$ cat src/sv/sh_l2_irradiance_accumulate_assert.svh
// Assertion macros shared by the irradiance accumulator.
`ifndef SH_L2_IRRADIANCE_ACCUMULATE_ASSERT_SVH
`define SH_L2_IRRADIANCE_ACCUMULATE_ASSERT_SVH

// The consequence must hold in the same cycle as the condition.
`define SHIRR_ASSERT_SAME(label, clk, rstn, ante, cons, msg) \
    label: assert property (@(posedge clk) disable iff (!rstn) (ante) |-> (cons)) \
        else $error(msg);

// The consequence must hold in the cycle after the condition.
`define SHIRR_ASSERT_NEXT(label, clk, rstn, ante, cons, msg) \
    label: assert property (@(posedge clk) disable iff (!rstn) (ante) |=> (cons)) \
        else $error(msg);

`endif

$ cat src/sv/shirr_pkg.sv
`default_nettype none

package shirr_pkg;

    // Default coefficient width (signed Q(N-25).24).
    localparam int COEFF_BITS_DEF = 48;

    // Coefficient index sequencing.
    localparam int NUM_IDX = 9;
    localparam int IDX_W   = 4;
    localparam logic [IDX_W-1:0] IDX_B0 = 4'd0;
    localparam logic [IDX_W-1:0] IDX_B1 = 4'd1;
    localparam logic [IDX_W-1:0] IDX_B2 = 4'd2;
    localparam logic [IDX_W-1:0] IDX_B3 = 4'd3;
    localparam logic [IDX_W-1:0] IDX_B4 = 4'd4;
    localparam logic [IDX_W-1:0] IDX_B5 = 4'd5;
    localparam logic [IDX_W-1:0] IDX_B6 = 4'd6;
    localparam logic [IDX_W-1:0] IDX_B7 = 4'd7;
    localparam logic [IDX_W-1:0] IDX_B8 = 4'd8;

    // Request kinds.
    localparam logic KIND_ACC  = 1'b0;
    localparam logic KIND_EVAL = 1'b1;

    // Basis constants in Q.16.
    localparam logic signed [17:0] K_C0 = 18'sd18487;
    localparam logic signed [17:0] K_C1 = 18'sd32021;
    localparam logic signed [17:0] K_C2 = 18'sd71601;
    localparam logic signed [17:0] K_C3 = 18'sd20670;
    localparam logic signed [17:0] K_C4 = 18'sd35801;

    // Cosine lobe band weights in Q.16.
    localparam logic signed [16:0] K_BAND1 = 17'sd43691;
    localparam logic signed [16:0] K_BAND2 = 17'sd16384;

    // Datapath widths.
    localparam int P_W   = 36;  // polynomial term, Q.28
    localparam int Q_W   = 54;  // constant times polynomial, Q.44
    localparam int B_W   = 20;  // basis value, signed Q.16
    localparam int MAG_W = 19;  // magnitude of basis or weight
    localparam int RS_W  = 32;  // radiance times solid angle
    localparam int M_W   = 51;  // increment before rounding, Q.40
    localparam int D_W   = 35;  // increment magnitude, Q.24
    localparam int WP_W  = 37;  // basis times band weight, Q.32
    localparam int PP_W  = 51;  // partial product of evaluate term
    localparam int ACC_W = 64;  // irradiance sum, Q.16

    typedef struct packed {
        logic              kind;
        logic signed [15:0] vec_x;
        logic signed [15:0] vec_y;
        logic signed [15:0] vec_z;
        logic [15:0]       radiance_r;
        logic [15:0]       radiance_g;
        logic [15:0]       radiance_b;
        logic [15:0]       sample_weight;
    } in_t;

    typedef struct packed {
        logic [31:0] irr_r;
        logic [31:0] irr_g;
        logic [31:0] irr_b;
        logic        overflow;
    } out_t;

    // Controller to datapath commands.
    typedef struct packed {
        logic             load;
        logic             issue;
        logic [IDX_W-1:0] idx;
        logic             finish;
    } cmd_t;

    // Datapath to controller status.
    typedef struct packed {
        logic busy;
        logic kind;
        logic out_free;
    } sts_t;

    // Basis constant for each coefficient index.
    function automatic logic signed [17:0] basis_k(input logic [IDX_W-1:0] idx);
        logic signed [17:0] k;
        case (idx)
            IDX_B0: k = K_C0;
            IDX_B1: k = K_C1;
            IDX_B2: k = K_C1;
            IDX_B3: k = K_C1;
            IDX_B4: k = K_C2;
            IDX_B5: k = K_C2;
            IDX_B6: k = K_C3;
            IDX_B7: k = K_C2;
            IDX_B8: k = K_C4;
            default: k = '0;
        endcase
        return k;
    endfunction

endpackage

`default_nettype wire

$ cat src/sv/shirr_ctrl.sv
`default_nettype none

module shirr_ctrl (
    input  wire logic          aclk,
    input  wire logic          aresetn,
    input  wire logic          s_valid,
    output logic               s_ready,
    input  wire shirr_pkg::sts_t sts,
    output shirr_pkg::cmd_t    cmd
);

    localparam logic [1:0] ST_IDLE  = 2'd0;
    localparam logic [1:0] ST_ISSUE = 2'd1;
    localparam logic [1:0] ST_DRAIN = 2'd2;
    localparam logic [1:0] ST_DONE  = 2'd3;

    logic [1:0]                  state_reg, state_next;
    logic [shirr_pkg::IDX_W-1:0] cnt_reg, cnt_next;

    // Next state and command decode.
    always_comb begin
        state_next = state_reg;
        cnt_next   = cnt_reg;
        s_ready    = 1'b0;
        cmd        = '0;
        cmd.idx    = cnt_reg;
        case (state_reg)
            ST_IDLE: begin
                s_ready  = 1'b1;
                cmd.load = s_valid;
                if (s_valid) begin
                    state_next = ST_ISSUE;
                    cnt_next   = shirr_pkg::IDX_B0;
                end
            end
            ST_ISSUE: begin
                cmd.issue = 1'b1;
                cnt_next  = cnt_reg + 1'b1;
                if (cnt_reg == shirr_pkg::IDX_B8) begin
                    state_next = ST_DRAIN;
                end
            end
            ST_DRAIN: begin
                if (!sts.busy) begin
                    state_next = (sts.kind == shirr_pkg::KIND_EVAL) ? ST_DONE : ST_IDLE;
                end
            end
            ST_DONE: begin
                if (sts.out_free) begin
                    cmd.finish = 1'b1;
                    state_next = ST_IDLE;
                end
            end
            default: begin
                state_next = ST_IDLE;
            end
        endcase
    end

    // State registers.
    always_ff @(posedge aclk) begin
        if (!aresetn) begin
            state_reg <= ST_IDLE;
            cnt_reg   <= '0;
        end else begin
            state_reg <= state_next;
            cnt_reg   <= cnt_next;
        end
    end

endmodule

`default_nettype wire

$ cat config.mk
export PLATFORM = sky130hd
export DESIGN_NAME = shirr_ctrl
export DESIGN_NICKNAME = d
export VERILOG_FILES = /design/src/sv/sh_l2_irradiance_accumulate_assert.svh /design/src/sv/shirr_pkg.sv /design/src/sv/shirr_ctrl.sv
export SDC_FILE = /design/constraint.sdc
export NUM_CORES = 1
export LEC_CHECK = 0
export BUFFER_PORTS_ARGS = -buffer_cell sky130_fd_sc_hd__buf_4
export CELL_PAD_IN_SITES_DETAIL_PLACEMENT = 2
export CELL_PAD_IN_SITES_GLOBAL_PLACEMENT = 2
export CORE_MARGIN = 2
export CORE_UTILIZATION = 26
export CTS_BUF_LIST = sky130_fd_sc_hd__clkbuf_8
export DETAILED_ROUTE_END_ITERATION = 10
export PLACE_DENSITY_LB_ADDON = 0.1
export SLEW_MARGIN = 20
export SYNTH_ARGS = -nofsm -noshare
export SYNTH_HDL_FRONTEND = slang
export SYNTH_SLANG_ARGS = --single-unit
$ cat constraint.sdc
create_clock -name aclk -period 1.8 [get_ports aclk]
set_clock_uncertainty 0.15 [all_clocks]
set_input_delay 0.36 -clock aclk [delete_from_list [all_inputs] [get_ports aclk]]
set_output_delay 0.36 -clock aclk [all_outputs]
set_load 0.05 [all_outputs]
Word level (Yosys, flattened, before mapping) --
Index checks and enable logic that the tools add are counted.
Word-level totals: RAM bits 0, ROM bits 0, output and inout port bits 8, logic and storage cells 28, memories 0, register bits after elaboration 6, bits in latches 0
Cells by class: $add $sub $neg 1, reduce and logical (&&, ||, !) cells 4, bitwise gates (word level) 0, eq/ne operators 8, shift-type cells 0, order comparisons 0, multiply operators 0, mux-type cells 13, divide/modulo/power cells 0
Operators by type and width (number):
- $mux W2 | 5
- $ne A2 B2 Y1 const B | 4
- $pmux W2 S4 | 1
- $pmux W4 S2 | 1
- $mux W1 | 5
- $add A4 B1 Y4 const B | 1
- $eq A2 B2 Y1 const B | 2
- $eq A4 B4 Y1 const B | 1
- $mux W4 | 1
- $reduce_and A4 Y1 | 1
- $eq A2 B1 Y1 const B | 1
- $logic_not A2 Y1 | 1
- $reduce_and A2 Y1 | 1
- $reduce_bool A2 Y1 | 1

Depth between registers and ports, before layout --
Gate-level depths: netlist (run 1).
word-level depth 3, gate-level depth with buffers 5

Worst setup path after synthesis (run 1) --
Ideal clock, no wire load.
kind reg2out, from register state_reg[1], to output port cmd[6] in the netlist's numbering, arrival time 1670 ps, buffers on the path 1, cell stages (with the launch flop) 4, path slack -380 ps, cells stage by stage dfxtp_1 > buf_2 > nor2_1 > and2_1
RTL lines:
- start: declaration | line shirr_ctrl.sv:17 | logic [1:0] state_reg, state_next;
- start signal: assignment | line shirr_ctrl.sv:66 | state_reg <= state_next;
- end: declaration | line shirr_ctrl.sv:9 | output shirr_pkg::cmd_t cmd

==> impl_metrics.yaml, run 1 <==
placed_design:
  dp_hpwl_um: 810.7
  placedCellCount: 67
  portBuffers: 13
  place_ws_ns: 0.2341
  gp_congestion: 0.7299
cts:
  clkSinkCount: 6
  post-cts-setup-buffers: 0
  cts_tree: "yes"
  cts.clk_slew.worst_paths_ns: 0.04
  cts_bufs_inserted: 3
  cts_root_buf: "sky130_fd_sc_hd__clkbuf_8"
  depth_of_the_cts_h_tree: 1
  clk_path_buf_depth: 2
  clk-insertion-delay-late_ns: 0.22
layout:
  layout.cells.non_filler: 70
  area_of_the_multi_input_gates_um2: 227.7
  number_of_flip_flops_under_the_largest_register_name: 4
  utilization: 0.4012
  final.fill_count: 144
  num-nets-final: 65
  area_growth_syn_to_layout_pct: 44.56
  final_layout_size_suffix_gt1_frac: 0.3818
  number_of_antenna_cells_inserted: 0
  register_area_um2: 122.6
timing:
  max-slew-margin-rel: 0.7643
  max_slew.worst_pin.slew_ns: 0.3528
  fmaxAchievable_mhz: 603.3
  final.min_clock_period_ns: 1.657
  hold_violations: 0
  grt_setup_unrepaired: "false"
  maxSlewViolCount: 0
  setup_viol: 0
  final.setup.tns_ns: 0
  final_critical_path_setup_slack_ns: 0.1426
  layout_worst_path_cycle_share: 0.9208
power_and_ir_drop:
  power.net_switching_uw: 120.0
  share_clk_of_total_power: 0.473
  seqPwrFrac: 0.343
  pwr_density_cell_nw_per_um2: 839.4
  irDropWorstVdd_mv: 0.3718
  internal_power_uw: 312.8
  switching_share: 0.2772
  power_uw: 432.7
  power.share.combinational: 0.184
  power.leakage_nw: 0.2159
floorplanning:
  core-area_um2: 1285
  top_level_ports: 14
  initial_core_util: 0.2775
  die_h_um: 41.04
  die_area_um2: 1684
  die_w_um: 41.04
  rows: 13
logic_synthesis:
  synth-compound-area-share: 0.1474
  synth.distinct_cells: 24
  synthesis.area_um2: 356.6
  yosys_warnings: 0
  yosysSeqAreaShare: 0.3368
  avgSynthCellArea_um2: 8.697
  yosys.area_share.xor_xnor: 0
  yosys_register_bits: 6
  main_combinational_cell_family_by_area_after_synthesis: "simple AND/OR/NAND/NOR gates"
  synth_cells: 41
  yosys.area_share.adder: 0.07018
  muxShareOfSynthArea: 0.02807
  synth_simple_gate_area_share: 0.3684
  mappedNetlistNets: 49
min_path:
  worst_hold_launch: "aresetn"
  min_delay_path_depth: 2
  hold_path_end: "state_reg[0]"
  hp-class: "primary input to flip-flop"
routing:
  detail_route.drc_violations: 0
  postRouteAntennaNets: 0
  drtPass1Iterations: 2
  via_density_per_instance: 5.114
  vias: 358
  initialDrtViolationCount: 2
  wl_um: 1124
  routed_wire_length_per_instance_um: 16.06
setup_path:
  reg2reg_depth: 5
  rr_startpoint: "cnt_reg[0]"
  timing.critical_path.fanout_max: 11
  path_delay_family: "flip-flops"
  max_stage_delay_ns: 0.44
  cp.buffers_inverters: 1
  critical_path.cell_chain: "nor2b_2 > buf_4"
  worst-endpoint-required_ns: 1.29
  cp-end-kind: "output port"
  ff2ff_setup_slack_ns: 0.38
  critical-path-slowest-cell: "sky130_fd_sc_hd__dfxtp_2"
  setup.worst_path.class: "flip-flop to output port"
  cp_data_arrival_time_ns: 1.15
  timing.rr.end: "state_reg[0]"
  start_kind: "flip-flop"
global_routing:
  grtUsageTotal: 0.1721
  overflow: 0
  use_met1: 0.2098
  use_met3: 0.03261
  busiest_layer: "met2"
  met2_usage: 0.2773
  grt_first_pass_wirelength_um: 1780
  grt_max_degree: 12
  first_global_vias: 376
  antenna_found_initial: 0
run:
  timing.max_cap.violations: 0
outcome:
  outcome: "completed"
[layer usage]
metal	vias up	routed length (um)
met5	-	0
met4	0	0
met3	0	54
met2	9	590
met1	171	480
li1	178	-
[area by class of cell]
cell class / instances / area share
timing repair buffer: 13 / 0.1893
multi-input combinational: 31 / 0.4417
sequential: 6 / 0.2379
inverter: 2 / 0.01456
tap: 15 / 0.03641
clock buffer: 3 / 0.08010
[per-stage QoR]
| step | hold WS (ns) | cell area, um2 |
|---|---|---|
| after floorplan | 0.3379 | 365.4 |
| after global placement | 0.3628 | 471.7 |
| after detailed placement | 0.3744 | 471.7 |
| after CTS | 0.2743 | 514.2 |
| after global routing | 0.2777 | 515.5 |
| final | 0.2728 | 515.5 |
[cell usage after synthesis]
library cell / n / area [um2]
sky130_fd_sc_hd__nor4bb_1: 1 / 10.01
sky130_fd_sc_hd__nand4b_1: 1 / 8.760
sky130_fd_sc_hd__nand4_1: 1 / 6.260
sky130_fd_sc_hd__dfxtp_1: 6 / 120.1
sky130_fd_sc_hd__a22oi_1: 1 / 7.510
sky130_fd_sc_hd__nand3_1: 3 / 15.01
sky130_fd_sc_hd__and3_1: 2 / 12.51
sky130_fd_sc_hd__a21boi_1: 2 / 15.01
sky130_fd_sc_hd__inv_1: 2 / 7.510
sky130_fd_sc_hd__nor2_1: 1 / 3.750
sky130_fd_sc_hd__o311ai_1: 1 / 8.760
sky130_fd_sc_hd__o21ai_1: 1 / 5.000
sky130_fd_sc_hd__o31a_1: 1 / 8.760
sky130_fd_sc_hd__nor2b_2: 1 / 8.760
sky130_fd_sc_hd__nor3b_1: 1 / 7.510
sky130_fd_sc_hd__o21bai_1: 1 / 7.510
sky130_fd_sc_hd__nand4bb_1: 1 / 11.26
sky130_fd_sc_hd__nor2b_1: 3 / 18.77
sky130_fd_sc_hd__buf_2: 2 / 10.01
sky130_fd_sc_hd__ha_1: 2 / 25.02
sky130_fd_sc_hd__and2_1: 1 / 6.260
sky130_fd_sc_hd__mux2i_1: 1 / 10.01
sky130_fd_sc_hd__nand2_1: 4 / 15.01
sky130_fd_sc_hd__or4_1: 1 / 7.510
[placed cells by master, fill, tap and decap left out]
| cell | synthesis | layout |
|---|---|---|
| sky130_fd_sc_hd__or4_1 | 1 | 1 |
| sky130_fd_sc_hd__a22oi_1 | 1 | 1 |
| sky130_fd_sc_hd__inv_1 | 2 | 2 |
| sky130_fd_sc_hd__ha_1 | 2 | 2 |
| sky130_fd_sc_hd__and3_1 | 2 | 2 |
| sky130_fd_sc_hd__nor2_4 | 0 | 1 |
| sky130_fd_sc_hd__o311ai_1 | 1 | 1 |
| sky130_fd_sc_hd__nand2_1 | 4 | 4 |
| sky130_fd_sc_hd__nor2b_1 | 3 | 3 |
| sky130_fd_sc_hd__nor3b_1 | 1 | 1 |
| sky130_fd_sc_hd__a21boi_1 | 2 | 2 |
| sky130_fd_sc_hd__buf_4 | 0 | 13 |
| sky130_fd_sc_hd__nand4b_1 | 1 | 1 |
| sky130_fd_sc_hd__and2_2 | 0 | 1 |
| sky130_fd_sc_hd__nor4bb_1 | 1 | 1 |
| sky130_fd_sc_hd__nor2b_2 | 1 | 1 |
| sky130_fd_sc_hd__nand4_1 | 1 | 1 |
| sky130_fd_sc_hd__nand4bb_1 | 1 | 1 |
| sky130_fd_sc_hd__dfxtp_1 | 6 | 4 |
| sky130_fd_sc_hd__nand3_1 | 3 | 3 |
| sky130_fd_sc_hd__clkbuf_8 | 0 | 3 |
| sky130_fd_sc_hd__mux2i_1 | 1 | 1 |
| sky130_fd_sc_hd__o21bai_1 | 1 | 1 |
| sky130_fd_sc_hd__o21ai_1 | 1 | 1 |
| sky130_fd_sc_hd__dfxtp_2 | 0 | 2 |
| sky130_fd_sc_hd__o31a_1 | 1 | 1 |
[power by group through the flow]
stage / clock network (mW) / registers [mW] / logic (mW)
finish: 0.205 / 0.148 / 0.0798
global route: 0.224 / 0.150 / 0.0847
CTS: 0.212 / 0.148 / 0.0807
detailed placement: 0 / 0.150 / 0.0796
global placement: 0 / 0.149 / 0.0767
floorplan: 0 / 0.152 / 0.0476
[worst max path at each step]
stage                       from      to  slack (ns)  depth (start not counted)
detailed placement  state_reg[0]  cmd[5]        0.23                          2
global route        state_reg[0]  cmd[5]        0.09                          2
global placement    state_reg[0]  cmd[5]        0.28                          2
CTS                 state_reg[1]  cmd[6]        0.05                          3
finish              state_reg[0]  cmd[5]        0.14                          2
floorplan           state_reg[1]  cmd[6]        0.18                          3
[repair_timing]
| item | in CTS | in global routing |
|---|---|---|
| resized for setup | 1 | 1 |
| setup endpoints to repair | 1 | 1 |
| hold buffers | 0 | 0 |
[worst register-to-register path: stages (launching register included)]
cell                        delay (ns)
sky130_fd_sc_hd__dfxtp_1          0.35
sky130_fd_sc_hd__inv_1            0.08
sky130_fd_sc_hd__ha_1             0.17
sky130_fd_sc_hd__nand4bb_1        0.13
sky130_fd_sc_hd__and3_1           0.19
sky130_fd_sc_hd__o31a_1           0.23
[kinds of logic after synthesis]
kind of cell | after synthesis
flip-flops | 6
AND/OR/NAND/NOR | 21
AO/OA/AOI/OAI | 7
buffers and inverters | 4
adder cells (fa/ha/maj) | 2
multiplexers | 1
No activity file was read; power rests on OpenSTA's default activity.
==> run 2: changes to the inputs <==
clock period = 1.85 ns   (was 1.8 ns; I/O delays follow)
==> run 2 against run 1 <==
Net effect: wire length is 4.5% lower; sequential cell count stayed put; clock power is 2% lower; cell area is 1.2% lower; power is 2.5% lower; highest routed layer is now met4; sequential power is 3% lower; via count is 3.9% higher; critical path depth is 1 higher; worst setup slack worse by 0.047 ns; utilization is 0.49 points lower; global-route usage is 0.81 points lower; critical endpoint is now cmd[6]; count of clock-buffer cells in the layout stayed put.
==> impl_metrics.yaml, run 2 (synthesis results as in run 1) <==
outcome:
  outcome: "completed"
cts:
  clk-insertion-delay-late_ns: 0.23
  post-cts-setup-buffers: 0
  cts_root_buf: "sky130_fd_sc_hd__clkbuf_8"
  clk_path_buf_depth: 2
  cts.clk_slew.worst_paths_ns: 0.04
  clkSinkCount: 6
  cts_bufs_inserted: 3
  cts_tree: "yes"
  depth_of_the_cts_h_tree: 1
setup_path:
  cp-end-kind: "output port"
  reg2reg_depth: 5
  rr_startpoint: "cnt_reg[0]"
  setup.worst_path.class: "flip-flop to output port"
  cp_data_arrival_time_ns: 1.23
  worst-endpoint-required_ns: 1.33
  timing.critical_path.fanout_max: 10
  ff2ff_setup_slack_ns: 0.47
  start_kind: "flip-flop"
  timing.rr.end: "state_reg[0]"
min_path:
  hp-class: "primary input to flip-flop"
  hold_path_end: "state_reg[0]"
  min_delay_path_depth: 2
  worst_hold_launch: "aresetn"
layout:
  final_layout_size_suffix_gt1_frac: 0.3636
  final_cell_mix: "sky130_fd_sc_hd__buf_4 (13), sky130_fd_sc_hd__dfxtp_1 (5), sky130_fd_sc_hd__nand2_1 (4)"
  area_growth_syn_to_layout_pct: 42.81
  number_of_antenna_cells_inserted: 0
  number_of_flip_flops_under_the_largest_register_name: 4
  num-nets-final: 65
  mostFrequentLayoutCell: "sky130_fd_sc_hd__buf_4"
global_routing:
  grt_max_degree: 12
  overflow: 0
  grt_first_pass_wirelength_um: 1725
  grtUsageTotal: 0.1640
  antenna_found_initial: 0
  first_global_vias: 396
timing:
  final.min_clock_period_ns: 1.754
  final.hold.worst_slack_ns: 0.2743
  final.setup.tns_ns: 0
  fmaxAchievable_mhz: 570.1
  layout_worst_path_cycle_share: 0.9481
  maxSlewViolCount: 0
  max-slew-margin-rel: 0.7672
  grt_setup_unrepaired: "false"
  setup_viol: 0
  hold_violations: 0
  max_slew.worst_pin.slew_ns: 0.3488
power_and_ir_drop:
  power.share.combinational: 0.182
  pwr_density_cell_nw_per_um2: 828.5
  share_clk_of_total_power: 0.476
  internal_power_uw: 304.0
  power.net_switching_uw: 117.9
  seqPwrFrac: 0.342
  irDropWorstVdd_mv: 0.3851
  switching_share: 0.2795
  power.leakage_nw: 0.2136
placed_design:
  portBuffers: 13
  gp_congestion: 0.7294
floorplanning:
  top_level_ports: 14
  die_area_um2: 1684
  core-area_um2: 1285
  die_w_um: 41.04
  die_h_um: 41.04
  initial_core_util: 0.2775
  rows: 13
routing:
  routed_wire_length_per_instance_um: 15.33
  via_density_per_instance: 5.314
  initialDrtViolationCount: 2
  wl_um: 1073
  detail_route.drc_violations: 0
  drtPass1Iterations: 4
  postRouteAntennaNets: 0
  vias: 372
run:
  timing.max_cap.violations: 0
==> run 2: cell count changes in the layout (fill, tap and decap cells not counted) <==
cell,before,now
sky130_fd_sc_hd__dfxtp_1,4,5
sky130_fd_sc_hd__dfxtp_2,2,1
sky130_fd_sc_hd__nor2_2,0,1
sky130_fd_sc_hd__nor2_4,1,0
==> run 2: stage by stage <==
step	std cells	area, um2	setup slack, ns	util	power (mW)
2_1_floorplan	41	360.3	0.03198	-	0.1928
3_3_place_gp	67	466.7	0.3560	0.3632	0.2187
3_5_place_dp	67	466.7	0.2990	0.3632	0.2226
4_1_cts	70	508.0	0.02659	0.3953	0.4266
5_1_grt	70	509.2	0.02478	0.3963	0.4380
6_report	70	509.2	0.09598	0.3963	0.4219
==> run 2: worst max-delay path by stage <==
stage / slack [ns] / start / endpoint
4_1_cts: 0.03 / state_reg[0] / cmd[5]
5_1_grt: 0.02 / state_reg[1] / cmd[6]
2_1_floorplan: 0.03 / state_reg[1] / cmd[6]
6_report: 0.1 / state_reg[1] / cmd[6]
3_3_place_gp: 0.36 / state_reg[0] / cmd[5]
3_5_place_dp: 0.30 / state_reg[0] / cmd[5]
==> run 2: critical path: stages (launching register included) <==
cell,delay (ns)
sky130_fd_sc_hd__dfxtp_1,0.52
sky130_fd_sc_hd__nor2_2,0.09
sky130_fd_sc_hd__and2_2,0.21
sky130_fd_sc_hd__buf_4,0.19
==> run 2: cell type report <==
type	count	area [um2]
well taps	15	18.77
repair buffers	13	97.59
flip-flops and latches	6	121.4
inverters	2	7.507
fillers	150	775.7
multi-input cells	31	222.7
clock buffers	3	41.29
==> run 2: metal layers <==
metal  vias to the layer above  routed length, um  track usage
met5                         -                  0            0
met3                         2                 66      0.04891
li1                        179                  -            -
met4                         0                 17      0.07500
met2                        12                544       0.2656
met1                       179                444       0.1961
==> run 2: what timing repair did <==
item	in CTS	in global routing
hold buffers	0	0
setup endpoints to repair	0	1
resized for setup	0	1
==> run 2: power by group through the flow <==
stage / Sequential (mW) / Clock (mW) / Combinational, mW
floorplan: 0.148 / 0 / 0.0451
global placement: 0.144 / 0 / 0.0742
detailed placement: 0.145 / 0 / 0.0773
CTS: 0.144 / 0.205 / 0.0777
global route: 0.145 / 0.211 / 0.0816
finish: 0.144 / 0.201 / 0.0767
==> run 3: changes to the inputs <==
CORE_UTILIZATION = 24   (was 26)
clock period = 1.6 ns   (was 1.85 ns; I/O delays follow)
==> run 3 against run 2 <==
Net effect: wire length down 0.56%; utilization down 0.33 points; cell area up 4.2%; via count fell by 2.7%; sequential cell count stayed put; worst setup slack got worse by 0.039 ns; count of clock-buffer cells in the layout did not move; global-route usage fell by 2.4 points; die area rose by 7.5%; register-to-register slack got worse by 0.23 ns; sequential share of layout area shrank 0.25 points; first-iteration DRC count increased to 2.5 times the previous value; critical endpoint unchanged.
==> impl_metrics.yaml, run 3 (synthesis results as in run 1) <==
layout:
  final_cell_mix: "sky130_fd_sc_hd__buf_4 (14), sky130_fd_sc_hd__nand2_1 (4), sky130_fd_sc_hd__dfxtp_1 (4)"
  final_layout_size_suffix_gt1_frac: 0.3929
  num-nets-final: 66
  number_of_flip_flops_under_the_largest_register_name: 4
  area_growth_syn_to_layout_pct: 48.77
  number_of_antenna_cells_inserted: 0
  mostFrequentLayoutCell: "sky130_fd_sc_hd__buf_4"
  finish.instance_area_um2: 530.5
routing:
  detailroute.wirelength.met3_um: 35
  top_signal_layer_used: "met3"
  drtPass1Iterations: 4
  via_density_per_instance: 5.099
  vias: 362
  initialDrtViolationCount: 5
  wirelength_met1_um: 529
  wl_um: 1067
  routed_wire_length_per_instance_um: 15.03
  postRouteAntennaNets: 0
  dr_wl_met2_um: 502
  detail_route.drc_violations: 0
floorplanning:
  die_area_um2: 1810
  die_w_um: 42.55
  core-area_um2: 1350
  initial_core_util: 0.2641
  die_h_um: 42.55
  rows: 13
  top_level_ports: 14
setup_path:
  timing.critical_path.fanout_max: 10
  cp.buffers_inverters: 1
  cp_data_arrival_time_ns: 1.07
  worst-endpoint-required_ns: 1.13
  cp-end-kind: "output port"
  max_stage_delay_ns: 0.42
  path_delay_family: "flip-flops"
  critical-path-slowest-cell: "sky130_fd_sc_hd__dfxtp_4"
  start_kind: "flip-flop"
  critical_path.cell_chain: "nor2_4 > and2_2 > buf_4"
  setup.worst_path.class: "flip-flop to output port"
placed_design:
  place_ws_ns: 0.1376
  portBuffers: 13
  dpl-instance-area_um2: 479.2
  dp_hpwl_um: 799.1
  gp_congestion: 0.7566
timing:
  hold_violations: 0
  final_critical_path_setup_slack_ns: 0.05706
  max-slew-margin-rel: 0.7634
  layout_worst_path_cycle_share: 0.9643
  fmaxAchievable_mhz: 648.1
  final.min_clock_period_ns: 1.543
  final.setup.tns_ns: 0
  maxSlewViolCount: 0
  max_slew.worst_pin.slew_ns: 0.3541
  setup_viol: 0
  grt_setup_unrepaired: "false"
cts:
  clk_path_buf_depth: 2
  clkSinkCount: 6
  depth_of_the_cts_h_tree: 1
  cts_bufs_inserted: 3
  cts_root_buf: "sky130_fd_sc_hd__clkbuf_8"
  clk-insertion-delay-late_ns: 0.22
  ctsHoldBuffers: 0
  cts.clk_slew.worst_paths_ns: 0.04
  cts_tree: "yes"
power_and_ir_drop:
  power.leakage_nw: 0.2239
  irDropWorstVdd_mv: 0.4636
  pwr_density_cell_nw_per_um2: 924.6
global_routing:
  grt_max_degree: 11
  first_global_vias: 408
  grtUsageTotal: 0.1402
  antenna_found_initial: 0
  overflow: 0
  grt_first_pass_wirelength_um: 1876
run:
  timing.max_cap.violations: 0
min_path:
  hp-class: "primary input to flip-flop"
outcome:
  outcome: "completed"
[run 3: path summary, 6_finish.rpt]
kind / depth (start not counted) / start / to / slack (ns)
worst max-delay path: 3 / state_reg[1] / cmd[6] / 0.06
worst min-delay path: 2 / aresetn / state_reg[0] / 0.24
worst max register to register: 5 / cnt_reg[1] / state_reg[0] / 0.24
worst min register to register: 2 / cnt_reg[3] / cnt_reg[3] / 0.40
[run 3: metal layers]
layer,vias to the layer above,track usage
li1,180,-
met1,173,0.1886
met2,9,0.2092
met3,0,0.02586
met4,0,0.07500
met5,-,0
[run 3: area by class of cell]
class / count / area (um2)
Fill cell: 158 / 819.5
Multi-Input combinational cell: 31 / 232.7
Sequential cell: 6 / 125.1
Timing Repair Buffer: 14 / 105.1
Clock buffer: 3 / 41.29
Tap cell: 15 / 18.77
Inverter: 2 / 7.507
[run 3: stage by stage]
step / util / hold WS (ns) / total power, mW / std cells
finish: 0.3930 / 0.2356 / 0.4905 / 71
global route: 0.3930 / 0.2340 / 0.5178 / 71
CTS: 0.3874 / 0.2307 / 0.4974 / 71
detailed placement: 0.3550 / 0.3895 / 0.2609 / 68
global placement: 0.3550 / 0.3794 / 0.2580 / 68
floorplan: - / 0.2979 / 0.2243 / 41
[run 3: repair_timing]
action / CTS / global route
gates resized for setup: 2 / 2
hold endpoints to repair: 0 / 0
buffers inserted: 0 / 0
setup endpoints to repair: 3 / 2
[run 3: power by group]
part           internal, mW  switching [mW]
Clock                 0.162          0.0688
Sequential            0.154         0.00955
Combinational        0.0383          0.0576
Total                 0.355           0.136
